**src/rtl/dvrt_pkg.sv**
```systemverilog
// ----------------------------------------------------------------------------
// dvrt_pkg
// Shared types and constants of the distance-vector route table unit.
// ----------------------------------------------------------------------------
package dvrt_pkg;

  localparam int NODE_COUNT = 256;
  localparam int PORT_COUNT = 16;
  localparam int COST_BITS  = 16;
  localparam int NODE_BITS  = 8;
  localparam int PORT_BITS  = 4;

  localparam logic [COST_BITS-1:0] COST_INF = {COST_BITS{1'b1}};

  localparam logic [1:0] OP_LINK   = 2'd0;
  localparam logic [1:0] OP_VECTOR = 2'd1;
  localparam logic [1:0] OP_LOOKUP = 2'd2;

  typedef logic [COST_BITS-1:0] cost_t;
  typedef logic [NODE_BITS-1:0] node_t;
  typedef logic [PORT_BITS-1:0] port_t;

  // one queued operation between front and back
  typedef struct packed {
    logic [1:0] opcode;
    port_t      in_port;
    node_t      node_id;
    cost_t      cost;
    logic       last_entry;
  } cmd_t;

  typedef struct packed {
    logic  changed;
    logic  found;
    port_t fwd_port;
    logic  deliver_local;
  } rsp_t;

  function automatic cost_t sat_add(input cost_t a, input cost_t b);
    logic [COST_BITS:0] s;
    s = {1'b0, a} + {1'b0, b};
    sat_add = (s >= {1'b0, COST_INF}) ? COST_INF : s[COST_BITS-1:0];
  endfunction

endpackage

```
**src/rtl/dvrt_front.sv**
```systemverilog
// ----------------------------------------------------------------------------
// dvrt_front
// Input stage: registers accepted beats into a two-entry queue for the engine.
// ----------------------------------------------------------------------------
module dvrt_front (
  input  logic          clk,
  input  logic          rst,
  input  logic          in_valid,
  output logic          in_ready,
  input  dvrt_pkg::cmd_t in_cmd,
  output logic          q_valid,
  input  logic          q_ready,
  output dvrt_pkg::cmd_t q_cmd
);
  import dvrt_pkg::*;

  cmd_t       slot [2];
  logic       rd_ptr;
  logic       wr_ptr;
  logic [1:0] count;

  assign in_ready = (count != 2'd2);
  assign q_valid  = (count != 2'd0);
  assign q_cmd    = slot[rd_ptr];

  always_ff @(posedge clk) begin
    if (in_valid && in_ready) begin
      slot[wr_ptr] <= in_cmd;
    end
    if (rst) begin
      rd_ptr <= 1'b0;
      wr_ptr <= 1'b0;
      count  <= 2'd0;
    end else begin
      if (in_valid && in_ready) wr_ptr <= ~wr_ptr;
      if (q_valid && q_ready) rd_ptr <= ~rd_ptr;
      count <= count + 2'(in_valid && in_ready) - 2'(q_valid && q_ready);
    end
  end

endmodule

```
**config.mk**
```make
export PLATFORM = sky130hd
export DESIGN_NAME = dvrt_front
export DESIGN_NICKNAME = d
export VERILOG_FILES = /design/src/rtl/dvrt_pkg.sv /design/src/rtl/dvrt_front.sv
export SDC_FILE = /design/constraint.sdc
export NUM_CORES = 1
export LEC_CHECK = 0
export ABC_AREA = 1
export ABC_CLOCK_PERIOD_IN_PS = 2450
export BUFFER_PORTS_ARGS = -buffer_cell sky130_fd_sc_hd__clkbuf_2
export CORE_AREA = 2 2 77 79
export CTS_CLUSTER_DIAMETER = 200
export DETAILED_ROUTE_END_ITERATION = 6
export DIE_AREA = 0 0 79 81
export PLACE_DENSITY_LB_ADDON = 0.05
export SLEW_MARGIN = 20
export SYNTH_ARGS = -nofsm -noshare
export SYNTH_HDL_FRONTEND = slang
export SYNTH_SLANG_ARGS = --single-unit
```
**constraint.sdc**
```tcl
create_clock -name clk -period 2.45 [get_ports clk]
set_input_delay 0 -clock clk [delete_from_list [all_inputs] [get_ports clk]]
set_output_delay 0 -clock clk [all_outputs]
set_load 0.01 [all_outputs]
```
[Yosys cells after proc, flatten, opt, wreduce, memory -nomap -nowiden]
Memory sizes are Yosys's and may differ from the RTL's. A register that Yosys moved wholly into a read port is not among the register bits.
Cells that the tools add are included.
W data, S select, Z words.
Storage, ports and cells
  bits in registers: 4
  bits in latches: 0
  bits in writable memories: 62
  ROM bits: 0
  output and inout port bits: 33
  memories kept: 1
Memories
  slot: depth 2, width 31, read ports 1, clocked after memory_dff 1, wr ports 1, RTL line dvrt_front.sv:17  | cmd_t slot [2];
Operators by class
  $add $sub $neg: 2
  multipliers: 0
  divide/modulo/power cells: 0
  magnitude comparators: 0
  equal/unequal tests: 1
  shift-type cells: 0
  muxes and demuxes: 4
  bitwise logic cells: 2
  reductions and logical operators: 3
Operators by type and width (count)
  $mux W1: 4
  $add A2 B1 Y2: 1
  $logic_and A1 B1 Y1: 2
  $ne A2 B2 Y1 const B: 1
  $not A1 Y1: 2
  $reduce_bool A2 Y1: 1
  $sub A2 B1 Y2: 1

[Depth between registers and ports, before layout]
Gate-level depths: netlist of run 1.
  depth after elaboration: 4
  depth in mapped cells: 11
  gate-level depth less buffers: 11

[Worst setup path before layout of run 1]
No wires, ideal clock.
  path type: reg-to-reg
  from: register count[0]
  to: memory slot[0][0] in the netlist's numbering, enable pin
  arrival: 1.939 ns
  required time: 2.031 ns
  setup slack: 0.092 ns
  cell stages (with the launch flop): 5
  buffers on the path: 0
  period minus slack after synthesis: 2.358 ns
  cells stage by stage: dfxtp_1 > inv_1 > nand2_1 > nand2_1 > nor2_1
Between the ends
  word-level cells in the longest chain between the ends: 4
RTL lines
  from (decl): RTL line dvrt_front.sv:20  | logic [1:0] count;
  from (signal assigned): RTL line dvrt_front.sv:37  | count <= count + 2'(in_valid && in_ready) - 2'(q_valid && q_ready);
  $ne A2 B2 Y1: RTL line dvrt_front.sv:22  | assign in_ready = (count != 2'd2);
  named net in_ready: RTL line dvrt_front.sv:9  | output logic in_ready,
  $logic_and A1 B1 Y1: RTL line dvrt_front.sv:27  | if (in_valid && in_ready) begin
  $mux W1: RTL line dvrt_front.sv:27
  $mux W1 (not written as such): RTL line dvrt_front.sv:28  | slot[wr_ptr] <= in_cmd;
  to (decl): RTL line dvrt_front.sv:17
The timed path passes the listed nets, and every way through them passes these cells.

[Final worst setup path of run 1]
  from: register count[0]
  to: memory slot[0][23] in the netlist's numbering, enable pin
Between the ends
  word-level cells in the longest chain between the ends: 4
RTL lines (RTL line)
  $ne A2 B2 Y1: dvrt_front.sv:22
  $logic_and A1 B1 Y1: dvrt_front.sv:27
  $mux W1: dvrt_front.sv:27
  $mux W1 (not written as such): dvrt_front.sv:28
No other way between the ends.

==> impl_metrics.prom, run 1 <==
# TYPE chip_impl_metric gauge
chip_impl_metric{name="worst-endpoint-arrival",unit="ns"} 1.71
chip_impl_metric{name="fin_setup_tns",unit="ns"} 0
chip_impl_metric{name="post_drt_wl_per_cell",unit="um"} 12.8
chip_impl_metric{name="cap_viol_max_count",unit=""} 0
chip_impl_metric{name="hold_violation_total_from_the_final_report",unit=""} 0
chip_impl_info{name="synth-main-ff-cell",value="sky130_fd_sc_hd__edfxtp_1"} 1
chip_impl_metric{name="first_pass_grt_wire_length",unit="mm"} 6.43
chip_impl_metric{name="comb_power_share",unit=""} 0.260
chip_impl_metric{name="detail_route.iter0.violations",unit=""} 48
chip_impl_metric{name="critical_path_peak_fanout",unit=""} 17
chip_impl_metric{name="grt_pass1_vias",unit=""} 1495
chip_impl_metric{name="worst_slew_pin_slew",unit="ns"} 0.472
chip_impl_info{name="worst_hold_path.endpoint",value="count[0]"} 1
chip_impl_info{name="timing.critical_path.from_type",value="register"} 1
chip_impl_metric{name="globalRouteOverflowTotal",unit=""} 0
chip_impl_info{name="crit_path_top_delay_cell",value="sky130_fd_sc_hd__nor2_4"} 1
chip_impl_metric{name="detail-route-antenna-nets",unit=""} 0
chip_impl_info{name="timing.critical_path.mode_cell",value="sky130_fd_sc_hd__nand2_1"} 1
chip_impl_metric{name="io_buffer_count",unit=""} 67
chip_impl_info{name="critical_path.reg2reg.startpoint",value="count[0]"} 1
chip_impl_metric{name="cts.htree.levels",unit=""} 3
chip_impl_metric{name="drt_first_pass_iters",unit=""} 4
chip_impl_info{name="r2r_path_end",value="slot[0][23]"} 1
chip_impl_metric{name="yosys_warnings",unit=""} 0
chip_impl_info{name="min_from",value="rst"} 1
chip_impl_metric{name="cellLeakagePower",unit="nW"} 1.37
chip_impl_metric{name="number_of_antenna_violations_at_the_first_check_in_global_routing",unit=""} 0
chip_impl_metric{name="power.density",unit="nW/um^2"} 910
chip_impl_info{name="outcome",value="complete, no violations"} 1
chip_impl_metric{name="clock-sinks",unit=""} 67
chip_impl_metric{name="sw_frac_of_total",unit=""} 0.271
chip_impl_metric{name="power.sequential.fraction",unit=""} 0.477
chip_impl_metric{name="dieArea",unit="sq um"} 6400
chip_impl_metric{name="grt_start_max_net_pins",unit=""} 22
chip_impl_info{name="worstPathCellList",value="inv_1 -> nand2_1 -> nand2_1 -> nor2_4 -> buf_4"} 1
chip_impl_metric{name="placedCellCount",unit=""} 276
chip_impl_metric{name="post_synth_inst_count",unit=""} 133
chip_impl_info{name="most_frequent_cell_after_synthesis",value="sky130_fd_sc_hd__edfxtp_1"} 1
chip_impl_metric{name="whs_path_depth",unit=""} 3
chip_impl_info{name="synth_top_cell_by_area",value="sky130_fd_sc_hd__edfxtp_1"} 1
chip_impl_metric{name="route.final.wire_length",unit="mm"} 4.16
chip_impl_info{name="buffer_type_at_the_clock_tree_root",value="sky130_fd_sc_hd__clkbuf_8"} 1
chip_impl_metric{name="track_usage",unit=""} 0.138
chip_impl_metric{name="core",unit="sq um"} 5680
chip_impl_metric{name="cts-root-to-sink-buffers",unit=""} 2
chip_impl_metric{name="floorplan.io_pins",unit=""} 68
chip_impl_metric{name="post-route-period-util",unit=""} 0.691
chip_impl_metric{name="gp_routability_congestion",unit=""} 0.662
chip_impl_info{name="top_cells_by_count_synth",value="sky130_fd_sc_hd__edfxtp_1 (62), sky130_fd_sc_hd__mux2_2 (31), sky130_fd_sc_hd__nor2_1 (9), sky130_fd_sc_hd__inv_1 (8), sky130_fd_sc_hd__nand2_1 (8)"} 1
chip_impl_metric{name="cts_inserted_buffers",unit=""} 9
chip_impl_info{name="grt_setup_unrepaired",value="false"} 1
chip_impl_metric{name="final-max-slew-violation-count",unit=""} 0
chip_impl_metric{name="layoutNonFillerInstCount",unit=""} 326
chip_impl_metric{name="clock-skew-final",unit="ns"} 0.00398
chip_impl_metric{name="synthDistinctLibCells",unit=""} 10
chip_impl_metric{name="mean_number_of_vias_per_cell",unit=""} 4.54
chip_impl_metric{name="synth_sequential_area_ratio",unit=""} 0.788
chip_impl_metric{name="vdd.ir_drop.worst",unit="mV"} 0.615
chip_impl_metric{name="slew_headroom",unit=""} 0.685
chip_impl_metric{name="worst_skew_pair.late_latency",unit="ns"} 0.32
chip_impl_metric{name="p_sw",unit="mW"} 0.852
chip_impl_metric{name="post_synth.cell_area_avg",unit="sq um"} 18.7
chip_impl_metric{name="postSynthNetCount",unit=""} 170
chip_impl_info{name="synth.area.top_cells",value="sky130_fd_sc_hd__edfxtp_1 (75%), sky130_fd_sc_hd__mux2_2 (14%), sky130_fd_sc_hd__dfxtp_1 (4.0%), sky130_fd_sc_hd__nor2_1 (1.4%), sky130_fd_sc_hd__buf_6 (1.4%)"} 1
chip_impl_metric{name="max_stage_delay",unit="ns"} 0.39
chip_impl_metric{name="yosys.area.top_type_share",unit=""} 0.748
chip_impl_metric{name="nNetsFinal",unit=""} 283
chip_impl_metric{name="vias",unit=""} 1479
chip_impl_metric{name="floorplan.die.height",unit="um"} 81
chip_impl_metric{name="dpl.hpwl",unit="mm"} 2.79
chip_impl_metric{name="max_clock_freq",unit="MHz"} 591
chip_impl_metric{name="num_rows",unit=""} 28
chip_impl_info{name="crit_path_end_kind",value="register"} 1
chip_impl_metric{name="cts.clk_slew.worst_paths",unit="ns"} 0.06
chip_impl_metric{name="critical_path_required",unit="ns"} 2.46
chip_impl_info{name="critical_path_class",value="reg2reg"} 1
chip_impl_metric{name="synth-edff-count",unit=""} 62
chip_impl_metric{name="layout-area-overhead-vs-synth",unit="%"} 38.9
chip_impl_metric{name="reg2reg_depth",unit=""} 5
chip_impl_metric{name="drive_gt1_frac",unit=""} 0.462
chip_impl_metric{name="postSynth.asyncResetShare",unit=""} 0
chip_impl_info{name="min_path_type",value="in2reg"} 1
chip_impl_metric{name="post_synth_instance_area",unit="sq um"} 2490
chip_impl_metric{name="floorplan.die.width",unit="um"} 79
chip_impl_info{name="tritoncts",value="done"} 1
chip_impl_metric{name="layout_min_cycle_time",unit="ns"} 1.69
chip_impl_metric{name="finalSetupViolCount",unit=""} 0
chip_impl_metric{name="diodes",unit=""} 0
chip_impl_metric{name="start_util",unit=""} 0.438
chip_impl_metric{name="internal-power",unit="mW"} 2.29
chip_impl_metric{name="clockPowerShare",unit=""} 0.263
chip_impl_metric{name="synth.ff_latch_count",unit=""} 67
chip_impl_metric{name="rrSetupSlack",unit="ns"} 0.76
chip_impl_metric{name="route.detailed.drc",unit=""} 0
critical path, delay by kind of cell, from the launching register on:
family / cells / cell delay [ns]
DFF: 1 / 0.35
and+or+nand+nor: 3 / 0.63
buffers and inverters: 2 / 0.40
logic make-up (layout without fill, tap and decap cells):
family,count (synthesis),after routing,synth area share
and+or+nand+nor,20,20,0.0317
muxes,31,31,0.140
DFF,67,67,0.788
AOI/OAI and AO/OA,2,2,0.00402
buffers and inverters,11,129,0.0256
adders and majority gates,2,2,0.0101
stage by stage:
step | hold WS, ns | power [mW] | cell area (sq um) | util | setup slack (ns)
after floorplan | 0.0712 | 2.03 | 2490 | - | 0.0921
after global placement | 0.172 | 2.29 | 2930 | 0.517 | 0.803
after detailed placement | 0.178 | 2.31 | 2930 | 0.517 | 0.736
after CTS | 0.359 | 3.19 | 3460 | 0.609 | 0.727
after global routing | 0.388 | 3.31 | 3460 | 0.609 | 0.581
final | 0.375 | 3.15 | 3460 | 0.609 | 0.757
metal layers:
metal	part of all wire	track usage	wire, um	up-vias
li1	-	-	-	724
met1	0.40	0.145	1650	699
met3	0.043	0.0300	180	11
met2	0.54	0.250	2240	45
met5	0	0	0	-
met4	0.023	0.0897	94	0
flip-flops by register name, indices dropped and copies added (netlist names), named ones only:
register  count
wr_ptr        1
slot         62
count         2
rd_ptr        1
layout by cell type, fill, tap and decap left out, types with 2 or more instances in the layout:
cell type / n
sky130_fd_sc_hd__clkbuf_2: 67
sky130_fd_sc_hd__edfxtp_1: 62
sky130_fd_sc_hd__dlygate4sd3_1: 34
sky130_fd_sc_hd__mux2_2: 31
sky130_fd_sc_hd__clkbuf_8: 9
sky130_fd_sc_hd__inv_1: 8
sky130_fd_sc_hd__nand2_1: 8
sky130_fd_sc_hd__nor2_1: 8
sky130_fd_sc_hd__dfxtp_1: 5
sky130_fd_sc_hd__nand3_1: 3
sky130_fd_sc_hd__clkinv_1: 3
sky130_fd_sc_hd__buf_4: 3
sky130_fd_sc_hd__a21oi_1: 2
sky130_fd_sc_hd__ha_1: 2
sky130_fd_sc_hd__clkinv_2: 2
power by group through the flow:
stage	Sequential (mW)	Clock [mW]	Combinational (mW)
3_3_place_gp	1.52	0	0.776
6_report	1.50	0.826	0.819
5_1_grt	1.52	0.890	0.904
4_1_cts	1.50	0.851	0.836
3_5_place_dp	1.53	0	0.789
2_1_floorplan	1.52	0	0.509
area by class of cell:
class                           count  area [sq um]
Clock buffer                        9           124
Tap cell                           75          93.8
Timing Repair Buffer              105           718
Clock inverter                      7          58.8
Sequential cell                    67          1960
Multi-Input combinational cell     55           470
Fill cell                         454          2220
Inverter                            8          30.0
repair_timing:
action	in CTS	in global routing
setup buffers	0	0
setup endpoints to repair	0	0
hold buffers	34	0
resized for setup	0	0
endpoints found under the hold margin	67	0
worst max-delay path by stage:
stage	start	endpoint	slack, ns	cells after the start
2_1_floorplan	count[0]	slot[0][0]	0.09	4
3_3_place_gp	count[0]	slot[0][13]	0.80	5
3_5_place_dp	count[0]	slot[0][29]	0.74	5
4_1_cts	count[0]	slot[0][23]	0.73	5
5_1_grt	count[0]	slot[0][23]	0.58	5
6_report	count[0]	slot[0][23]	0.76	5
(Power assumes the default switching activity.)
==> inputs of run 2 (changes only) <==
ABC_CLOCK_PERIOD_IN_PS = 1750   (was 2450)
CORE_AREA = 2 2 73 75   (was 2 2 77 79)
DIE_AREA = 0 0 75 77   (was 0 0 79 81)
clock period = 1.75 ns   (was 2.45 ns; I/O delays follow)
==> run 2 against run 1 <==
Net effect: design area is 1.6% higher; count of clock-buffer cells in the layout is 3 higher; fmax is 3.9% higher; setup slack worse by 0.64 ns; clock power is 88% higher; critical path depth is 6 higher; global-route usage is 3.3 points higher; combinational power is 45% higher; routed wire length is 12% higher; sequential share of layout area is 0.91 points lower; hold slack worse by 0.30 ns; highest routed layer unchanged.
==> impl_metrics.prom, run 2 (synthesis gave the netlist of run 1 again) <==
# TYPE chip_impl_metric gauge
chip_impl_metric{name="grt_start_max_net_pins",unit=""} 32
chip_impl_metric{name="max_stage_delay",unit="ns"} 0.38
chip_impl_metric{name="worst-endpoint-arrival",unit="ns"} 1.85
chip_impl_info{name="timing.critical_path.from_type",value="register"} 1
chip_impl_metric{name="route.detailed.drc",unit=""} 0
chip_impl_metric{name="timing.critical_path.depth",unit=""} 11
chip_impl_metric{name="clockPowerShare",unit=""} 0.319
chip_impl_metric{name="worst_skew_pair.late_latency",unit="ns"} 0.33
chip_impl_metric{name="drive_gt1_frac",unit=""} 0.478
chip_impl_metric{name="num_rows",unit=""} 26
chip_impl_info{name="crit_path_top_delay_cell",value="sky130_fd_sc_hd__dfxtp_1"} 1
chip_impl_metric{name="start_util",unit=""} 0.500
chip_impl_info{name="timing.critical_path.mode_cell",value="sky130_fd_sc_hd__inv_1"} 1
chip_impl_metric{name="layout_utilization",unit=""} 0.706
chip_impl_metric{name="comb_power_share",unit=""} 0.246
chip_impl_info{name="worstPathCellList",value="inv_1 -> nand2_2 -> nand2_2 -> ha_1 -> inv_1 -> ha_1 -> inv_1 -> nand2_1 -> nand3_1 -> nand2_1 -> nor2_1"} 1
chip_impl_metric{name="detail_route.iter0.violations",unit=""} 50
chip_impl_info{name="crit_path_end_kind",value="register"} 1
chip_impl_metric{name="critical_path_required",unit="ns"} 1.97
chip_impl_info{name="outcome",value="complete, no violations"} 1
chip_impl_metric{name="number_of_antenna_violations_at_the_first_check_in_global_routing",unit=""} 0
chip_impl_metric{name="globalRouteOverflowTotal",unit=""} 0
chip_impl_metric{name="cts-root-to-sink-buffers",unit=""} 2
chip_impl_metric{name="number_of_flip_flops_under_the_largest_register_name",unit=""} 62
chip_impl_metric{name="regArea",unit="sq um"} 1960
chip_impl_metric{name="grt_pass1_vias",unit=""} 1594
chip_impl_metric{name="layout_min_cycle_time",unit="ns"} 1.63
chip_impl_info{name="critical_path_class",value="reg2reg"} 1
chip_impl_info{name="buffer_type_at_the_clock_tree_root",value="sky130_fd_sc_hd__clkbuf_8"} 1
chip_impl_metric{name="cts.htree.levels",unit=""} 3
chip_impl_metric{name="track_usage",unit=""} 0.171
chip_impl_metric{name="layout-area-overhead-vs-synth",unit="%"} 41.2
chip_impl_metric{name="cts.clk_slew.worst_paths",unit="ns"} 0.07
chip_impl_info{name="layout_top_registers",value="slot: 62 flops, count: 2 flops"} 1
chip_impl_info{name="layout_commonest_cell",value="sky130_fd_sc_hd__clkbuf_2"} 1
chip_impl_metric{name="floorplan.die.width",unit="um"} 75
chip_impl_info{name="layout.cells.most_common_list",value="sky130_fd_sc_hd__clkbuf_2 (67), sky130_fd_sc_hd__edfxtp_1 (62), sky130_fd_sc_hd__dlygate4sd3_1 (33)"} 1
chip_impl_metric{name="post_drt_wl_per_cell",unit="um"} 14.5
chip_impl_metric{name="hold_violation_total_from_the_final_report",unit=""} 0
chip_impl_metric{name="core",unit="sq um"} 4980
chip_impl_metric{name="gp_routability_congestion",unit=""} 0.706
chip_impl_metric{name="critical_path_peak_fanout",unit=""} 4
chip_impl_metric{name="nNetsFinal",unit=""} 283
chip_impl_metric{name="mean_number_of_vias_per_cell",unit=""} 4.74
chip_impl_metric{name="cellLeakagePower",unit="nW"} 1.40
chip_impl_metric{name="cap_viol_max_count",unit=""} 0
chip_impl_metric{name="whs_path_depth",unit=""} 4
chip_impl_info{name="grt_setup_unrepaired",value="false"} 1
chip_impl_metric{name="dieArea",unit="sq um"} 5780
chip_impl_metric{name="multi_input_area",unit="sq um"} 475
chip_impl_info{name="largest-register",value="slot"} 1
chip_impl_metric{name="route.final.wire_length",unit="mm"} 4.65
chip_impl_metric{name="drt_first_pass_iters",unit=""} 4
chip_impl_metric{name="final-max-slew-violation-count",unit=""} 0
chip_impl_info{name="min_path_type",value="in2reg"} 1
chip_impl_metric{name="clock-skew-final",unit="ns"} 0.00609
chip_impl_metric{name="dpl.hpwl",unit="mm"} 2.90
chip_impl_metric{name="max_clock_freq",unit="MHz"} 613
chip_impl_info{name="tritoncts",value="done"} 1
chip_impl_metric{name="floorplan.die.height",unit="um"} 77
chip_impl_metric{name="finalSetupViolCount",unit=""} 0
chip_impl_metric{name="worstPathBufferInverterCount",unit=""} 3
chip_impl_metric{name="total_power",unit="mW"} 4.85
chip_impl_metric{name="post-route-cell-area",unit="sq um"} 3510
chip_impl_metric{name="fin_setup_tns",unit="ns"} 0
chip_impl_metric{name="diodes",unit=""} 0
chip_impl_metric{name="layoutNonFillerInstCount",unit=""} 321
chip_impl_metric{name="sw_frac_of_total",unit=""} 0.263
chip_impl_metric{name="vias",unit=""} 1521
chip_impl_info{name="cpLargestDelayFamily",value="simple AND/OR/NAND/NOR gates"} 1
chip_impl_metric{name="power.sequential.fraction",unit=""} 0.435
chip_impl_metric{name="internal-power",unit="mW"} 3.57
chip_impl_metric{name="reg2reg_depth",unit=""} 11
chip_impl_metric{name="worst_slew_pin_slew",unit="ns"} 0.277
chip_impl_metric{name="floorplan.io_pins",unit=""} 68
chip_impl_metric{name="final.fill_count",unit=""} 356
chip_impl_metric{name="dpl-instance-area",unit="sq um"} 2940
chip_impl_metric{name="vdd.ir_drop.worst",unit="mV"} 0.947
chip_impl_metric{name="post-route-period-util",unit=""} 0.932
chip_impl_metric{name="slew_headroom",unit=""} 0.816
chip_impl_metric{name="cts_inserted_buffers",unit=""} 9
chip_impl_metric{name="p_sw",unit="mW"} 1.27
chip_impl_metric{name="first_pass_grt_wire_length",unit="mm"} 7.04
chip_impl_metric{name="placedCellCount",unit=""} 272
chip_impl_metric{name="clock-sinks",unit=""} 67
chip_impl_metric{name="detail-route-antenna-nets",unit=""} 0
chip_impl_metric{name="io_buffer_count",unit=""} 67
chip_impl_metric{name="cts.repair_timing.setup_buffer_count",unit=""} 0
chip_impl_metric{name="power.density",unit="nW/um^2"} 1380
==> run 2: cell count changes in the layout (fill, tap and decap cells not counted) <==
cell / delta
sky130_fd_sc_hd__clkinv_1: -3
sky130_fd_sc_hd__bufinv_16: +2
sky130_fd_sc_hd__clkbuf_1: +2
sky130_fd_sc_hd__clkinv_2: -2
sky130_fd_sc_hd__nand2_1: -2
sky130_fd_sc_hd__nand2_2: +2
sky130_fd_sc_hd__buf_4: +1
sky130_fd_sc_hd__clkbuf_8: +1
sky130_fd_sc_hd__dlygate4sd3_1: -1
==> run 2: repair_timing <==
item	4_1_cts	5_1_grt
gates resized for setup	0	2
setup endpoints to repair	0	1
hold endpoints to repair	66	0
hold buffers	33	0
==> run 2: layer usage <==
metal | part of all wire | track usage | routed length, um
met4 | 0.015 | 0.0911 | 70
met5 | 0 | 0 | 0
met1 | 0.39 | 0.176 | 1820
met3 | 0.048 | 0.0591 | 223
met2 | 0.55 | 0.295 | 2540
==> run 2: layout make-up <==
type,instances,share of cell area
clock buffers,12,0.0413
well taps,70,0.0249
flip-flops and latches,67,0.558
multi-input cells,55,0.135
clock inverters,4,0.0278
repair buffers,105,0.204
inverters,8,0.00855
==> run 2: tightest hold or removal path: cells and delay by family <==
family / cells / cell delay, ns
simple gates: 3 / 0.26
buf+inv: 1 / 0.10
==> run 2: through the flow <==
stage                     worst slack [ns]  hold slack [ns]
after floorplan                      0.103           0.0712
after global routing                0.0406           0.0880
final                                0.120           0.0747
after detailed placement             0.109            0.179
after CTS                            0.102           0.0466
after global placement               0.291            0.172
==> run 2: worst paths after layout <==
path	start	end	slack, ns
setup reg to reg	count[0]	count[1]	0.12
hold reg to reg	rd_ptr	register	0.55
setup / recovery	count[0]	count[1]	0.12
hold / removal	q_ready	register	0.07
==> run 2: power groups by stage <==
| stage | clock network [mW] | registers [mW] | logic, mW |
|---|---|---|---|
| after floorplan | 0 | 2.12 | 0.719 |
| after global placement | 0 | 2.12 | 1.08 |
| after detailed placement | 0 | 2.14 | 1.13 |
| after CTS | 1.58 | 2.11 | 1.19 |
| after global routing | 1.63 | 2.12 | 1.29 |
| final | 1.55 | 2.11 | 1.19 |
